## src/hw/rtl/sfms_pkg.sv

```systemverilog
// sfms_pkg: shared constants, register indexes and types for the substring search
// used by sfms_cfg, sfms_match and substring_first_match_search
// no dependencies
`default_nettype none

package sfms_pkg;

    // default sizes, handed to the top level parameters
    localparam int unsigned MAX_PATTERN_DEF = 32;
    localparam int unsigned MAX_TEXT_DEF    = 65536;

    // fixed widths of the register file and the stream fields
    localparam int unsigned PAT_BYTES  = 32;
    localparam int unsigned BYTE_W     = 8;
    localparam int unsigned CFG_W      = 64;
    localparam int unsigned LEN_W      = 6;
    localparam int unsigned CFG_IDX_W  = 3;
    localparam int unsigned OFFSET_W   = 16;
    localparam int unsigned WORD_BYTES = CFG_W / BYTE_W;
    localparam int unsigned NUM_WORDS  = PAT_BYTES / WORD_BYTES;
    localparam int unsigned S_DATA_W   = 8;
    localparam int unsigned M_DATA_W   = 24;

    // register indexes
    localparam logic [CFG_IDX_W-1:0] REG_PATTERN_LENGTH = 3'd0;
    localparam logic [CFG_IDX_W-1:0] REG_PATTERN_WORD_0 = 3'd1;
    localparam logic [CFG_IDX_W-1:0] REG_PATTERN_WORD_1 = 3'd2;
    localparam logic [CFG_IDX_W-1:0] REG_PATTERN_WORD_2 = 3'd3;
    localparam logic [CFG_IDX_W-1:0] REG_PATTERN_WORD_3 = 3'd4;

    // configuration as seen by the compare logic
    typedef struct packed {
        logic [LEN_W-1:0]                  length;
        logic [PAT_BYTES-1:0][BYTE_W-1:0]  pattern;
    } cfg_t;

endpackage

`default_nettype wire

```

## src/hw/rtl/sfms_cfg.sv

```systemverilog
// sfms_cfg: pattern length and pattern word registers with a plain write port
// depends on sfms_pkg
`default_nettype none

module sfms_cfg
    import sfms_pkg::*;
(
    input  wire logic                 aclk,
    input  wire logic                 aresetn,
    input  wire logic                 cfg_wr_en,
    input  wire logic [CFG_IDX_W-1:0] cfg_addr,
    input  wire logic [CFG_W-1:0]     cfg_wdata,
    output cfg_t                      cfg
);

    logic [LEN_W-1:0]                  pattern_length_reg;
    logic [NUM_WORDS-1:0][CFG_W-1:0]   pattern_words_reg;

    always_ff @(posedge aclk) begin
        if (!aresetn) begin
            pattern_length_reg <= '0;
            pattern_words_reg  <= '0;
        end else if (cfg_wr_en) begin
            case (cfg_addr)
                REG_PATTERN_LENGTH: pattern_length_reg   <= cfg_wdata[LEN_W-1:0];
                REG_PATTERN_WORD_0: pattern_words_reg[0] <= cfg_wdata;
                REG_PATTERN_WORD_1: pattern_words_reg[1] <= cfg_wdata;
                REG_PATTERN_WORD_2: pattern_words_reg[2] <= cfg_wdata;
                REG_PATTERN_WORD_3: pattern_words_reg[3] <= cfg_wdata;
                default: begin
                end
            endcase
        end
    end

    // byte 0 of the pattern sits in the low bits of word 0
    assign cfg.length  = pattern_length_reg;
    assign cfg.pattern = pattern_words_reg;

endmodule

`default_nettype wire

```

## src/hw/rtl/sfms_match.sv

```systemverilog
// sfms_match: per-prefix partial match vector, one bit per pattern length
// depends on sfms_pkg
`default_nettype none

module sfms_match
    import sfms_pkg::*;
#(
    parameter int unsigned MAX_PATTERN = MAX_PATTERN_DEF
) (
    input  wire logic              aclk,
    input  wire logic              aresetn,
    input  wire logic              step_en,
    input  wire logic              clear,
    input  wire logic [BYTE_W-1:0] text_byte,
    input  cfg_t                   cfg,
    output logic                   hit
);

    // bit k set: the last k+1 text bytes equal pattern bytes 0..k
    logic [MAX_PATTERN-1:0] prefix_reg;
    logic [MAX_PATTERN-1:0] prefix_next;
    logic [MAX_PATTERN-1:0] len_sel;

    always_comb begin
        for (int k = 0; k < MAX_PATTERN; k++) begin
            if (k == 0) begin
                prefix_next[k] = (text_byte == cfg.pattern[k]);
            end else begin
                prefix_next[k] = (text_byte == cfg.pattern[k]) && prefix_reg[k-1];
            end
            len_sel[k] = (cfg.length == LEN_W'(k + 1));
        end
    end

    // empty or too long pattern selects no bit
    assign hit = |(prefix_next & len_sel);

    always_ff @(posedge aclk) begin
        if (!aresetn) begin
            prefix_reg <= '0;
        end else if (clear) begin
            prefix_reg <= '0;
        end else if (step_en) begin
            prefix_reg <= prefix_next;
        end
    end

endmodule

`default_nettype wire

```

## src/hw/rtl/substring_first_match_search.sv

```systemverilog
// substring_first_match_search: top level, stream ports, position tracking, result register
// depends on sfms_pkg, sfms_cfg and sfms_match
//
// usage
//   s_ channel: one text byte per transaction, a zero byte ends the text
//   m_ channel: one result transaction per terminator, nothing for other bytes
//   cfg port: write pattern_length and pattern words 0..3 while the block is idle
//   every accepted text byte is compared in the same cycle against all pattern
//   prefixes at once; a partial match vector carries the history between bytes
//   the result is registered and is on m_ in the cycle after the terminator transaction
//   throughput: one byte per cycle; while m_tready is high a waiting result
//   leaves in the same cycle that the next byte is taken
//   stall: while a result waits and m_tready is low, s_tready is low
//   reset: clears the pattern registers, all per-text state and the result
//   valid; no clearing pass, the block is ready in the first cycle after reset
//   an empty pattern reports found at offset 0; a pattern longer than
//   MAX_PATTERN never matches
//   position counts saturate at MAX_TEXT-1 and set text_too_long
`default_nettype none

module substring_first_match_search
    import sfms_pkg::*;
#(
    parameter int unsigned MAX_PATTERN = MAX_PATTERN_DEF,
    parameter int unsigned MAX_TEXT    = MAX_TEXT_DEF
) (
    input  wire logic                 aclk,
    input  wire logic                 aresetn,
    // configuration write port
    input  wire logic                 cfg_wr_en,
    input  wire logic [CFG_IDX_W-1:0] cfg_addr,
    input  wire logic [CFG_W-1:0]     cfg_wdata,
    // text input
    input  wire logic                 s_tvalid,
    output logic                      s_tready,
    input  wire logic [S_DATA_W-1:0]  s_tdata,    // [7:0] text_byte
    // result output
    output logic                      m_tvalid,
    input  wire logic                 m_tready,
    output logic [M_DATA_W-1:0]       m_tdata     // [0] found, [16:1] match_offset,
                                                  // [17] text_too_long, [23:18] zero
);

    localparam int unsigned POS_W = $clog2(MAX_TEXT);
    localparam logic [POS_W-1:0] POS_LAST = POS_W'(MAX_TEXT - 1);

    cfg_t cfg;
    logic hit;

    // handshake
    logic s_accept;
    logic text_step;
    logic text_end;

    // per-text state
    logic [POS_W-1:0] byte_position_reg;
    logic             position_overflow_reg;
    logic             match_seen_reg;
    logic [POS_W-1:0] first_offset_reg;
    logic [POS_W-1:0] offset_calc;

    // result register
    logic                m_tvalid_reg;
    logic                found_reg;
    logic [OFFSET_W-1:0] match_offset_reg;
    logic                text_too_long_reg;
    logic [POS_W+OFFSET_W-1:0] offset_ext;
    logic                empty_pattern;

    sfms_cfg u_cfg (
        .aclk      (aclk),
        .aresetn   (aresetn),
        .cfg_wr_en (cfg_wr_en),
        .cfg_addr  (cfg_addr),
        .cfg_wdata (cfg_wdata),
        .cfg       (cfg)
    );

    sfms_match #(
        .MAX_PATTERN (MAX_PATTERN)
    ) u_match (
        .aclk      (aclk),
        .aresetn   (aresetn),
        .step_en   (text_step),
        .clear     (text_end),
        .text_byte (s_tdata[BYTE_W-1:0]),
        .cfg       (cfg),
        .hit       (hit)
    );

    // input stalls only while a finished result is blocked
    assign s_tready  = !m_tvalid_reg || m_tready;
    assign s_accept  = s_tvalid && s_tready;
    assign text_end  = s_accept && (s_tdata[BYTE_W-1:0] == '0);
    assign text_step = s_accept && (s_tdata[BYTE_W-1:0] != '0);

    // start offset of a match ending at the current byte
    assign offset_calc = byte_position_reg - POS_W'(cfg.length) + POS_W'(1);

    assign empty_pattern = (cfg.length == '0);
    // zero-extend or truncate the position-width offset to the 16-bit field
    assign offset_ext = {{OFFSET_W{1'b0}}, first_offset_reg};

    always_ff @(posedge aclk) begin
        if (!aresetn) begin
            byte_position_reg     <= '0;
            position_overflow_reg <= 1'b0;
            match_seen_reg        <= 1'b0;
            first_offset_reg      <= '0;
        end else if (text_end) begin
            byte_position_reg     <= '0;
            position_overflow_reg <= 1'b0;
            match_seen_reg        <= 1'b0;
            first_offset_reg      <= '0;
        end else if (text_step) begin
            // saturate at the last position and flag the overflow
            if (byte_position_reg == POS_LAST) begin
                position_overflow_reg <= 1'b1;
            end else begin
                byte_position_reg <= byte_position_reg + POS_W'(1);
            end
            // keep only the first occurrence
            if (!match_seen_reg && hit) begin
                match_seen_reg   <= 1'b1;
                first_offset_reg <= offset_calc;
            end
        end
    end

    // result valid
    always_ff @(posedge aclk) begin
        if (!aresetn) begin
            m_tvalid_reg <= 1'b0;
        end else if (text_end) begin
            m_tvalid_reg <= 1'b1;
        end else if (m_tready) begin
            m_tvalid_reg <= 1'b0;
        end
    end

    // result payload, loaded on the terminator transaction
    always_ff @(posedge aclk) begin
        if (text_end) begin
            text_too_long_reg <= position_overflow_reg;
            if (empty_pattern) begin
                found_reg        <= 1'b1;
                match_offset_reg <= '0;
            end else if (match_seen_reg) begin
                found_reg        <= 1'b1;
                match_offset_reg <= offset_ext[OFFSET_W-1:0];
            end else begin
                found_reg        <= 1'b0;
                match_offset_reg <= '0;
            end
        end
    end

    assign m_tvalid = m_tvalid_reg;
    assign m_tdata  = {
        (M_DATA_W - OFFSET_W - 2)'(0),
        text_too_long_reg,
        match_offset_reg,
        found_reg
    };

endmodule

`default_nettype wire

```

## config.mk

```make
export PLATFORM = sky130hd
export DESIGN_NAME = substring_first_match_search
export DESIGN_NICKNAME = d
export VERILOG_FILES = /design/src/hw/rtl/sfms_pkg.sv /design/src/hw/rtl/sfms_cfg.sv /design/src/hw/rtl/sfms_match.sv /design/src/hw/rtl/substring_first_match_search.sv
export SDC_FILE = /design/constraint.sdc
export NUM_CORES = 1
export LEC_CHECK = 0
export BUFFER_PORTS_ARGS = -buffer_cell sky130_fd_sc_hd__buf_2
export CAP_MARGIN = 15
export CELL_PAD_IN_SITES_DETAIL_PLACEMENT = 1
export CELL_PAD_IN_SITES_GLOBAL_PLACEMENT = 1
export CORE_UTILIZATION = 50
export DETAILED_ROUTE_END_ITERATION = 6
export PLACE_DENSITY = 0.84
export SYNTH_ARGS = -nofsm -noshare
export SYNTH_HDL_FRONTEND = slang
export SYNTH_SLANG_ARGS = --single-unit
export TNS_END_PERCENT = 50
```

## constraint.sdc

```tcl
create_clock -name aclk -period 4.65 [get_ports aclk]
set_input_delay 0.465 -clock aclk [delete_from_list [all_inputs] [get_ports aclk]]
set_output_delay 0.465 -clock aclk [all_outputs]
set_load 0.03 [all_outputs]
```

Yosys cells after proc, flatten, opt, wreduce, memory -nomap -nowiden
Index checks and enable logic that the tools add are counted.
- word-level logic and storage cells: 147
- bits of input ports: 80
- flip-flop bits (word level): 346
- muxes and demuxes: 3
- $add $sub $neg: 3
- bitwise operators: 4
- eq/ne operators: 69
- reduce and logical (&&, ||, !) cells: 54
- operator list (kind ; number):
    equality test 8 bit ; 32
    equality test 6 x 5 -> 1 bit, second input constant ; 16
    equality test 6 x 4 -> 1 bit, second input constant ; 8
    logical AND 1 bit ; 35
    adder 16 x 1 -> 16 bit, second input constant ; 2
    bitwise AND 32 bit ; 1
    OR reduction 32 bit ; 1
    equality test 6 x 3 -> 1 bit, second input constant ; 4
    equality test 16 bit, second input constant ; 1
    AND reduction 2 bit ; 8
    subtractor 16 x 6 -> 16 bit ; 1
    equality test 6 x 2 -> 1 bit, second input constant ; 2
    zero test 8 bit ; 1
    nonzero test 8 bit ; 1
    equality test 3 x 2 -> 1 bit, second input constant ; 2
    equality test 6 x 1 -> 1 bit, second input constant ; 1
    equality test 6 bit, second input constant ; 1
    zero test 6 bit ; 1
    OR reduction 2 bit ; 2
    equality test 3 x 1 -> 1 bit, second input constant ; 1
    equality test 3 bit, second input constant ; 1
    zero test 3 bit ; 1
    2-to-1 mux 1 bit ; 3
    inverter 1 bit ; 3
    other kinds (3) ; 4

Longest topological paths before layout
Gate-level depths: netlist (run 1).
- depth after elaboration: 6
- mapped depth: 15
- gate-level depth less buffers: 14

Cells and area by module
Synthesis (run 1) repeated with hierarchy kept, for this count alone.
- cells, all modules: 1840
- area, all modules: 17376.7 sq um
- by module, submodules not included (module ; instances ; cells an instance ; seq. area each (sq um) ; area each (sq um)):
    sfms_cfg ; 1 ; 920 ; 5245.0 ; 9546.7
    sfms_match ; 1 ; 580 ; 620.6 ; 4670.7
    substring_first_match_search ; 1 ; 340 ; 1241.2 ; 3159.3

Least setup slack after synthesis (run 1)
OpenSTA, ideal clock, no wires.
- path type: register to register
- start: reg u_cfg.pattern_length_reg[0]
- end: reg first_offset_reg[15]
- clock period less this slack: 2.966 ns
- data arrival time: 2.844 ns
- path slack: 1.684 ns
- cell stages (with the launch flop): 16
- cells stage by stage: dfxtp_1 -> buf_2 -> inv_1 -> buf_2 -> ha_1 -> ha_1 -> inv_1 -> fa_1 -> nand2b_1 -> a21oi_1 -> o21ai_0 -> o21ai_0 -> o41ai_1 -> nor3_1 -> a2111oi_0 -> mux2_4
- word-level cells in the longest chain between the ends: 5
- RTL lines (item ; RTL line ; text):
    from (decl) ; sfms_cfg.sv:16 ; logic [LEN_W-1:0] pattern_length_reg;
    from (signal assigned) ; sfms_cfg.sv:25 ; REG_PATTERN_LENGTH: pattern_length_reg <= cfg_wdata[LEN_W-1:0];
    branches (longest 5 deep; another with subtractor 16 x 6 -> 16 bit) ; n/a ;
    to (signal assigned) ; substring_first_match_search.sv:125 ; first_offset_reg <= offset_calc;
    to (decl) ; substring_first_match_search.sv:59 ; logic [POS_W-1:0] first_offset_reg;
Parallel ways; which one is timed is not known.
A chain may end at the register's enable or synchronous reset.

Worst setup path after layout (run 1)
- start: reg u_cfg.pattern_length_reg[3]
- end: reg first_offset_reg[15]
The elaborated chain is that of the path after synthesis.

==> results of run 1 <==
## power by group through the flow
stage | Combinational, mW | Clock [mW] | Sequential (mW)
6_report | 0.605 | 3.18 | 3.08
5_1_grt | 0.648 | 3.34 | 3.09
4_1_cts | 0.598 | 3.21 | 3.08
3_5_place_dp | 0.592 | 0 | 3.15
3_3_place_gp | 0.572 | 0 | 3.14
2_1_floorplan | 0.412 | 0 | 3.13
## worst max-delay path, delay by kind of cell, from the launching register on
family | cells | cell delay, ps
flip-flops | 1 | 690
buffers and inverters | 1 | 140
AO/OA/AOI/OAI | 5 | 1540
multiplexers | 1 | 230
adder cells (fa/ha/maj) | 2 | 640
AND/OR/NAND/NOR | 2 | 270
## cell families (layout without fill, tap and decap cells)
group                    count (synthesis)  count (layout)
adder cells (fa/ha/maj)                 31              31
XOR/XNOR                               280             280
buffers and inverters                  174             219
flip-flops                             346             346
AO/OA/AOI/OAI                          378             378
other                                    1               6
multiplexers                             5               5
AND/OR/NAND/NOR                        891             891
## placed cells by master, fill, tap and decap left out, types with 7 or more instances in the layout
cell type,instances
buf_4,29
o31ai_1,13
and2_1,13
a21boi_0,260
xnor2_1,192
nor3_1,40
ha_1,30
o21ai_0,14
nand2_1,568
a21oi_1,26
nor2b_1,36
clkbuf_16,39
and3_1,23
buf_2,98
xor2_1,88
dfxtp_1,328
nor4_1,40
edfxtp_1,18
a31oi_1,7
inv_1,23
clkbuf_1,13
a22oi_1,19
nand4_1,43
nor2_1,48
nand3_1,49
## metrics by stage
stage / hold slack, ps / total power [mW] / setup WS [ps] / std cells
2_1_floorplan: 409 / 3.54 / 1680 / 2111
3_3_place_gp: 449 / 3.72 / 767 / 2545
3_5_place_dp: 458 / 3.74 / 812 / 2545
4_1_cts: 220 / 6.89 / 1110 / 2611
5_1_grt: 237 / 7.07 / 787 / 2611
6_report: 230 / 6.87 / 1070 / 2611
## worst paths after layout
| kind | startpoint | endpoint | slack, ps | depth (start not counted) |
|---|---|---|---|---|
| worst max-delay path | u_cfg.pattern_length_reg[3] | first_offset_reg[15] | 1070 | 11 |
| worst min-delay path | cfg_wdata[44] | u_cfg.cfg[108] | 230 | 3 |
| worst max register to register | u_cfg.pattern_length_reg[3] | first_offset_reg[15] | 1070 | 11 |
| worst min register to register | first_offset_reg[6] | first_offset_reg[6] | 460 | 2 |
## layer usage
metal	wire length [um]	up-vias	GRT usage
met5	0	-	0
met4	2360	0	0.137
met3	2650	166	0.0362
met2	28000	450	0.558
met1	23900	7627	0.386
li1	-	7103	-
## synthesized netlist by cell type, types with 5 or more instances
| cell type | number |
|---|---|
| nand2_1 | 568 |
| dfxtp_1 | 328 |
| a21boi_0 | 260 |
| xnor2_1 | 192 |
| clkbuf_1 | 103 |
| xor2_1 | 88 |
| nand3_1 | 51 |
| nor2_1 | 51 |
| nand4_1 | 43 |
| nor3_1 | 40 |
| nor4_1 | 40 |
| nor2b_1 | 36 |
| ha_1 | 30 |
| buf_4 | 28 |
| a21oi_1 | 26 |
| and3_1 | 25 |
| inv_1 | 23 |
| a22oi_1 | 19 |
| edfxtp_1 | 18 |
| o21ai_0 | 14 |
| and2_1 | 13 |
| o31ai_1 | 13 |
| buf_2 | 8 |
| a31oi_1 | 7 |
| a211oi_1 | 6 |
| buf_8 | 6 |
| or4_1 | 6 |
| buf_6 | 5 |
## area by class of cell
class,instances,area [um2],share of cell area
multi-input combinational,1591,9700,0.497
sequential,346,7110,0.364
clock buffer,57,1090,0.0561
timing repair buffer,129,739,0.0379
tap,455,569,0.0292
clock inverter,9,199,0.0102
inverter,24,90.1,0.00462
==> results.txt, run 1 <==
status: completed
DRC viols: 0
Rows: 68
WL/cell: 21.8 um
DP Wirelength: 37700 um
Final min period: 3580 ps
CTS tree: built
Core Box Area: 34600 um2
Die Area: 36000 um2
RSZ-0062 raised after global routing: no
total track usage: 0.316
Final Cycle Share: 0.770
clk_lat worst skew: 530 ps
internal power: 5.21 mW
max_cap viols: 0
Mean Syn Cell Area: 8.37 um2
Syn. warnings: 0
asr flop ratio synth: 0
Post-Synthesis Cell Area: 17600 um2
Reg power frac: 0.449
initial DRC count: 1003
global-route wire length before repair: 89400 um
Clock Path Buffers: 3
pwr/cell area: 352 nW/um2
CP Data Required Time: 5110 ps
post-synthesis mux area share: 0.00312
final hold violation count: 0
clock sink count: 346
Clk pwr share: 0.463
Peak VDD IR: 225 uV
initial antenna violation count: 1
Via Count: 15300
WP data arrival: 4040 ps
CTS clk-pin slew, worst paths: 60 ps
total net switching power: 1.66 mW
Fin Clk Skew: 12.0 ps
Die Ht: 190 um
die width: 190 um
largest family of logic cells by synthesized area: simple AND/OR/NAND/NOR gates
Synth Area in Compound Gates: 0.158
initial core utilization: 0.509
diodes inserted: 0
Final nets: 2242
CTS root buf: clkbuf_16
Sw Share: 0.241
CTS H-tree lvls: 2
critical-path cell list: inv_1 -> ha_1 -> ha_1 -> nand2b_1 -> a21oi_1 -> o21ai_0 -> o21ai_0 -> o41ai_1 -> nor3_1 -> a2111oi_0 -> mux2_4
setup violators final: 0
Max Slew Vio Count: 0
XOR/XNOR Fraction of Synth Area: 0.139
post-CTS setup buffers: 0
number of synthesized register bits: 346
final wirelength: 56900 um
Synth Instances: 2106
worst slew pin tran: 1080 ps
Num CTS Buffers: 39
GPL Wtd Cong: 0.922
Setup CP Type: flop to flop
share of cells above drive strength 1: 0.0904
number of flip-flops in the largest register: 256
vias in the first global route: 16100
number of gates resized after cts: 0
final core occ: 0.563
Max Fclk: 279 MHz
grt total ovfl: 0
CP Capture Type: flop
Synth top area share: 0.373
crit path max fanout: 11
EDFF count, synth: 18
Synth Area in Simple Gates: 0.224
synth top area cells: dfxtp_1 (37%), nand2_1 (12%), a21boi_0 (11%)
dominant register cell in the synthesized netlist: dfxtp_1
Ports: 106
Comb pwr share: 0.088
fill count: 4071
CP max stage delay: 690 ps
Slew HR: 0.277
Port Buffer Count: 99
Area growth syn-to-layout: 10.7%
1st-pass router iterations: 6
cell taking the most area after synthesis: dfxtp_1
CP Launch Type: flop
Via-to-Cell Ratio: 5.88
Fin Setup TNS: 0 ps
placed cell areas: 18200 um2
post-synthesis sequential area ratio: 0.403
largest net degree at the start of global routing: 202
Post-DRT Antenna Nets: 0
post-synthesis adder-cell area fraction: 0.0224
number of distinct library cells after synthesis: 59
hold buffer count at CTS: 0
post-route cell area: 19500 um2
leakage power: 6.80 nW
slowest CP cell: dfxtp_1
Min-Delay Path Class: input pin to flop
(Power assumes the default switching activity.)
==> run 2: changes to the inputs <==
- CORE_UTILIZATION: 50 -> 42
- PLACE_DENSITY: 0.84 -> 0.75
- clock period: 4.65 -> 3 ns (I/O delays scaled with it)
==> run 2 against run 1 <==
  * The flow now finishes with violations (DRC)
  * Via count about the same
  * Count of clock-buffer cells in the layout increased by 5
  * Clock power increased by 60%
  * Combinational power increased by 74%
  * Critical endpoint unchanged
==> results.txt, run 2 (synthesis gave the netlist of run 1 again) <==
clk_lat worst skew: 570 ps (was 530 ps)
most common cell after layout, fill and taps aside: nand2_1 (unchanged)
Num CTS Buffers: 41 (was 39)
global-route wire length before repair: 91400 um (was 89400 um)
Fin Clk Skew: 21.5 ps (was 12.0 ps)
Min-Delay Path Class: input pin to flop (unchanged)
total net switching power: 2.73 mW (was 1.66 mW)
WL/cell: 21.4 um (was 21.8 um)
CP max stage delay: 530 ps (was 690 ps)
pwr/cell area: 533 nW/um2 (was 352 nW/um2)
post-route cell area: 20500 um2 (was 19500 um2)
RSZ-0062 raised after global routing: no (unchanged)
CTS H-tree lvls: 2 (unchanged)
Design Power: 10.9 mW (was 6.87 mW)
Reg power frac: 0.437 (was 0.449)
DRC viols: 2 (was 0)
max_cap viols: 0 (unchanged)
final wirelength: 59000 um (was 56900 um)
Crit path top cell by count: or4_1
worst slew pin tran: 919 ps (was 1080 ps)
clock sink count: 346 (unchanged)
Clock Path Buffers: 3 (unchanged)
initial antenna violation count: 1 (unchanged)
CTS root buf: clkbuf_16 (unchanged)
Clk pwr share: 0.467 (was 0.463)
Peak VDD IR: 357 uV (was 225 uV)
internal power: 8.18 mW (was 5.21 mW)
fin cells: 2765 (was 2611)
critical-path cell list: buf_4 -> clkinv_1 -> nand3_1 -> nor4_1 -> or4_1 -> or4_1 -> a211o_1 -> mux2_4 (was inv_1 -> ha_1 -> ha_1 -> nand2b_1 -> a21oi_1 -> o21ai_0 -> o21ai_0 -> o41ai_1 -> nor3_1 -> a2111oi_0 -> mux2_4)
1st-pass router iterations: 7 (was 6)
setup violators final: 0 (unchanged)
Via-to-Cell Ratio: 5.55 (was 5.88)
grt total ovfl: 0 (unchanged)
crit path max fanout: 23 (was 11)
DP Wirelength: 39800 um (was 37700 um)
CP Data Required Time: 3440 ps (was 5110 ps)
Setup CP Type: flop to flop (unchanged)
total track usage: 0.277 (was 0.316)
Final min period: 2910 ps (was 3580 ps)
failing checks: DRC
CP Capture Type: flop (unchanged)
Max Fclk: 343 MHz (was 279 MHz)
largest net degree at the start of global routing: 224 (was 202)
Die Ht: 207 um (was 190 um)
share of cells above drive strength 1: 0.126 (was 0.0904)
Core Box Area: 41100 um2 (was 34600 um2)
initial core utilization: 0.429 (was 0.509)
Rows: 74 (was 68)
number of flip-flops in the largest register: 256 (unchanged)
placed cell areas: 19000 um2 (was 18200 um2)
leakage power: 7.28 nW (was 6.80 nW)
final hold violation count: 0 (unchanged)
Final nets: 2312 (was 2242)
CTS tree: built (unchanged)
Via Count: 15400 (was 15300)
Post-DRT Antenna Nets: 0 (unchanged)
initial DRC count: 933 (was 1003)
WP data arrival: 3360 ps (was 4040 ps)
Comb pwr share: 0.096 (was 0.088)
Die Area: 42800 um2 (was 36000 um2)
Final Cycle Share: 0.972 (was 0.770)
die width: 207 um (was 190 um)
slowest CP cell: or4_1 (was dfxtp_1)
Ports: 106 (unchanged)
Slew HR: 0.387 (was 0.277)
Max Slew Vio Count: 0 (unchanged)
Area growth syn-to-layout: 16.3% (was 10.7%)
vias in the first global route: 15900 (was 16100)
GPL Wtd Cong: 0.919 (was 0.922)
Port Buffer Count: 99 (unchanged)
status: finished with violations (was completed)
CTS clk-pin slew, worst paths: 60 ps (about the same)
DP Cell Count: 2689 (was 2545)
CP Launch Type: flop (unchanged)
Sw Share: 0.250 (was 0.241)
leading cell types in the layout, fill and taps excluded: nand2_1 (568), dfxtp_1 (327), a21boi_0 (260), xnor2_1 (192), buf_2 (98) (was nand2_1 (568), dfxtp_1 (328), a21boi_0 (260), xnor2_1 (192), buf_2 (98))
[run 2: cell count changes in the layout (fill, tap and decap cells not counted), moves of 3 or more]
cell | before | now
bufinv_16 | 6 | 3
buf_4 | 29 | 76
clkinv_2 | 2 | 7
buf_12 | 1 | 20
clkbuf_16 | 39 | 43
[run 2: path summary, 6_finish.rpt]
path	from	to	slack [ps]	depth (start not counted)
worst max register to register	u_cfg.pattern_length_reg[1]	first_offset_reg[15]	90	8
worst min-delay path	cfg_wdata[15]	u_cfg.cfg[143]	20	3
worst min register to register	u_match.prefix_reg[27]	u_match.prefix_reg[27]	470	2
worst max-delay path	u_cfg.pattern_length_reg[1]	first_offset_reg[15]	90	8
[run 2: final cells by class]
type / instances / area, um2
Antenna cell: 1 / 2.50
Clock buffer: 62 / 1220
Clock inverter: 12 / 138
Fill cell: 4893 / 20600
Inverter: 24 / 90.1
Multi-Input combinational cell: 1591 / 9770
Sequential cell: 346 / 7110
Tap cell: 532 / 666
Timing Repair Buffer: 197 / 1490
[run 2: critical path: cells and delay by family, from the launching register on]
| family | cells | cell delay, ps |
|---|---|---|
| mux | 1 | 320 |
| compound gates | 1 | 380 |
| simple gates | 4 | 1180 |
| buf+inv | 2 | 570 |
| flops | 1 | 360 |
[run 2: power by group through the flow]
stage | sequential (mW) | clock [mW] | combinational, mW
floorplan | 4.85 | 0 | 0.639
finish | 4.77 | 5.09 | 1.05
detailed placement | 4.87 | 0 | 1.03
global placement | 4.87 | 0 | 1.01
CTS | 4.77 | 5.15 | 1.04
global route | 4.78 | 5.33 | 1.13
[run 2: metrics by stage]
stage	setup slack, ps	utilization	TNS [ps]	hold WS, ps
after detailed placement	-220	0.463	-3040	463
after global routing	3.01	0.498	0	25.9
after CTS	7.05	0.497	0	1.43
after floorplan	34.3	-	0	409
after global placement	-220	0.463	-3270	450
final	85.2	0.498	0	17.8
[run 2: per-layer routing]
metal	part of all wire	vias up	global-route usage
met1	0.44	7686	0.354
met2	0.49	317	0.484
met3	0.037	97	0.0300
li1	-	7250	-
met5	0	-	0
met4	0.028	0	0.0889
[run 2: timing repair]
item	4_1_cts	5_1_grt
hold buffers	1	0
pin swaps	0	5
buffers inserted	0	0
endpoints found under the hold margin	1	0
endpoints found under the setup margin	1	17
gates resized for setup	4	14
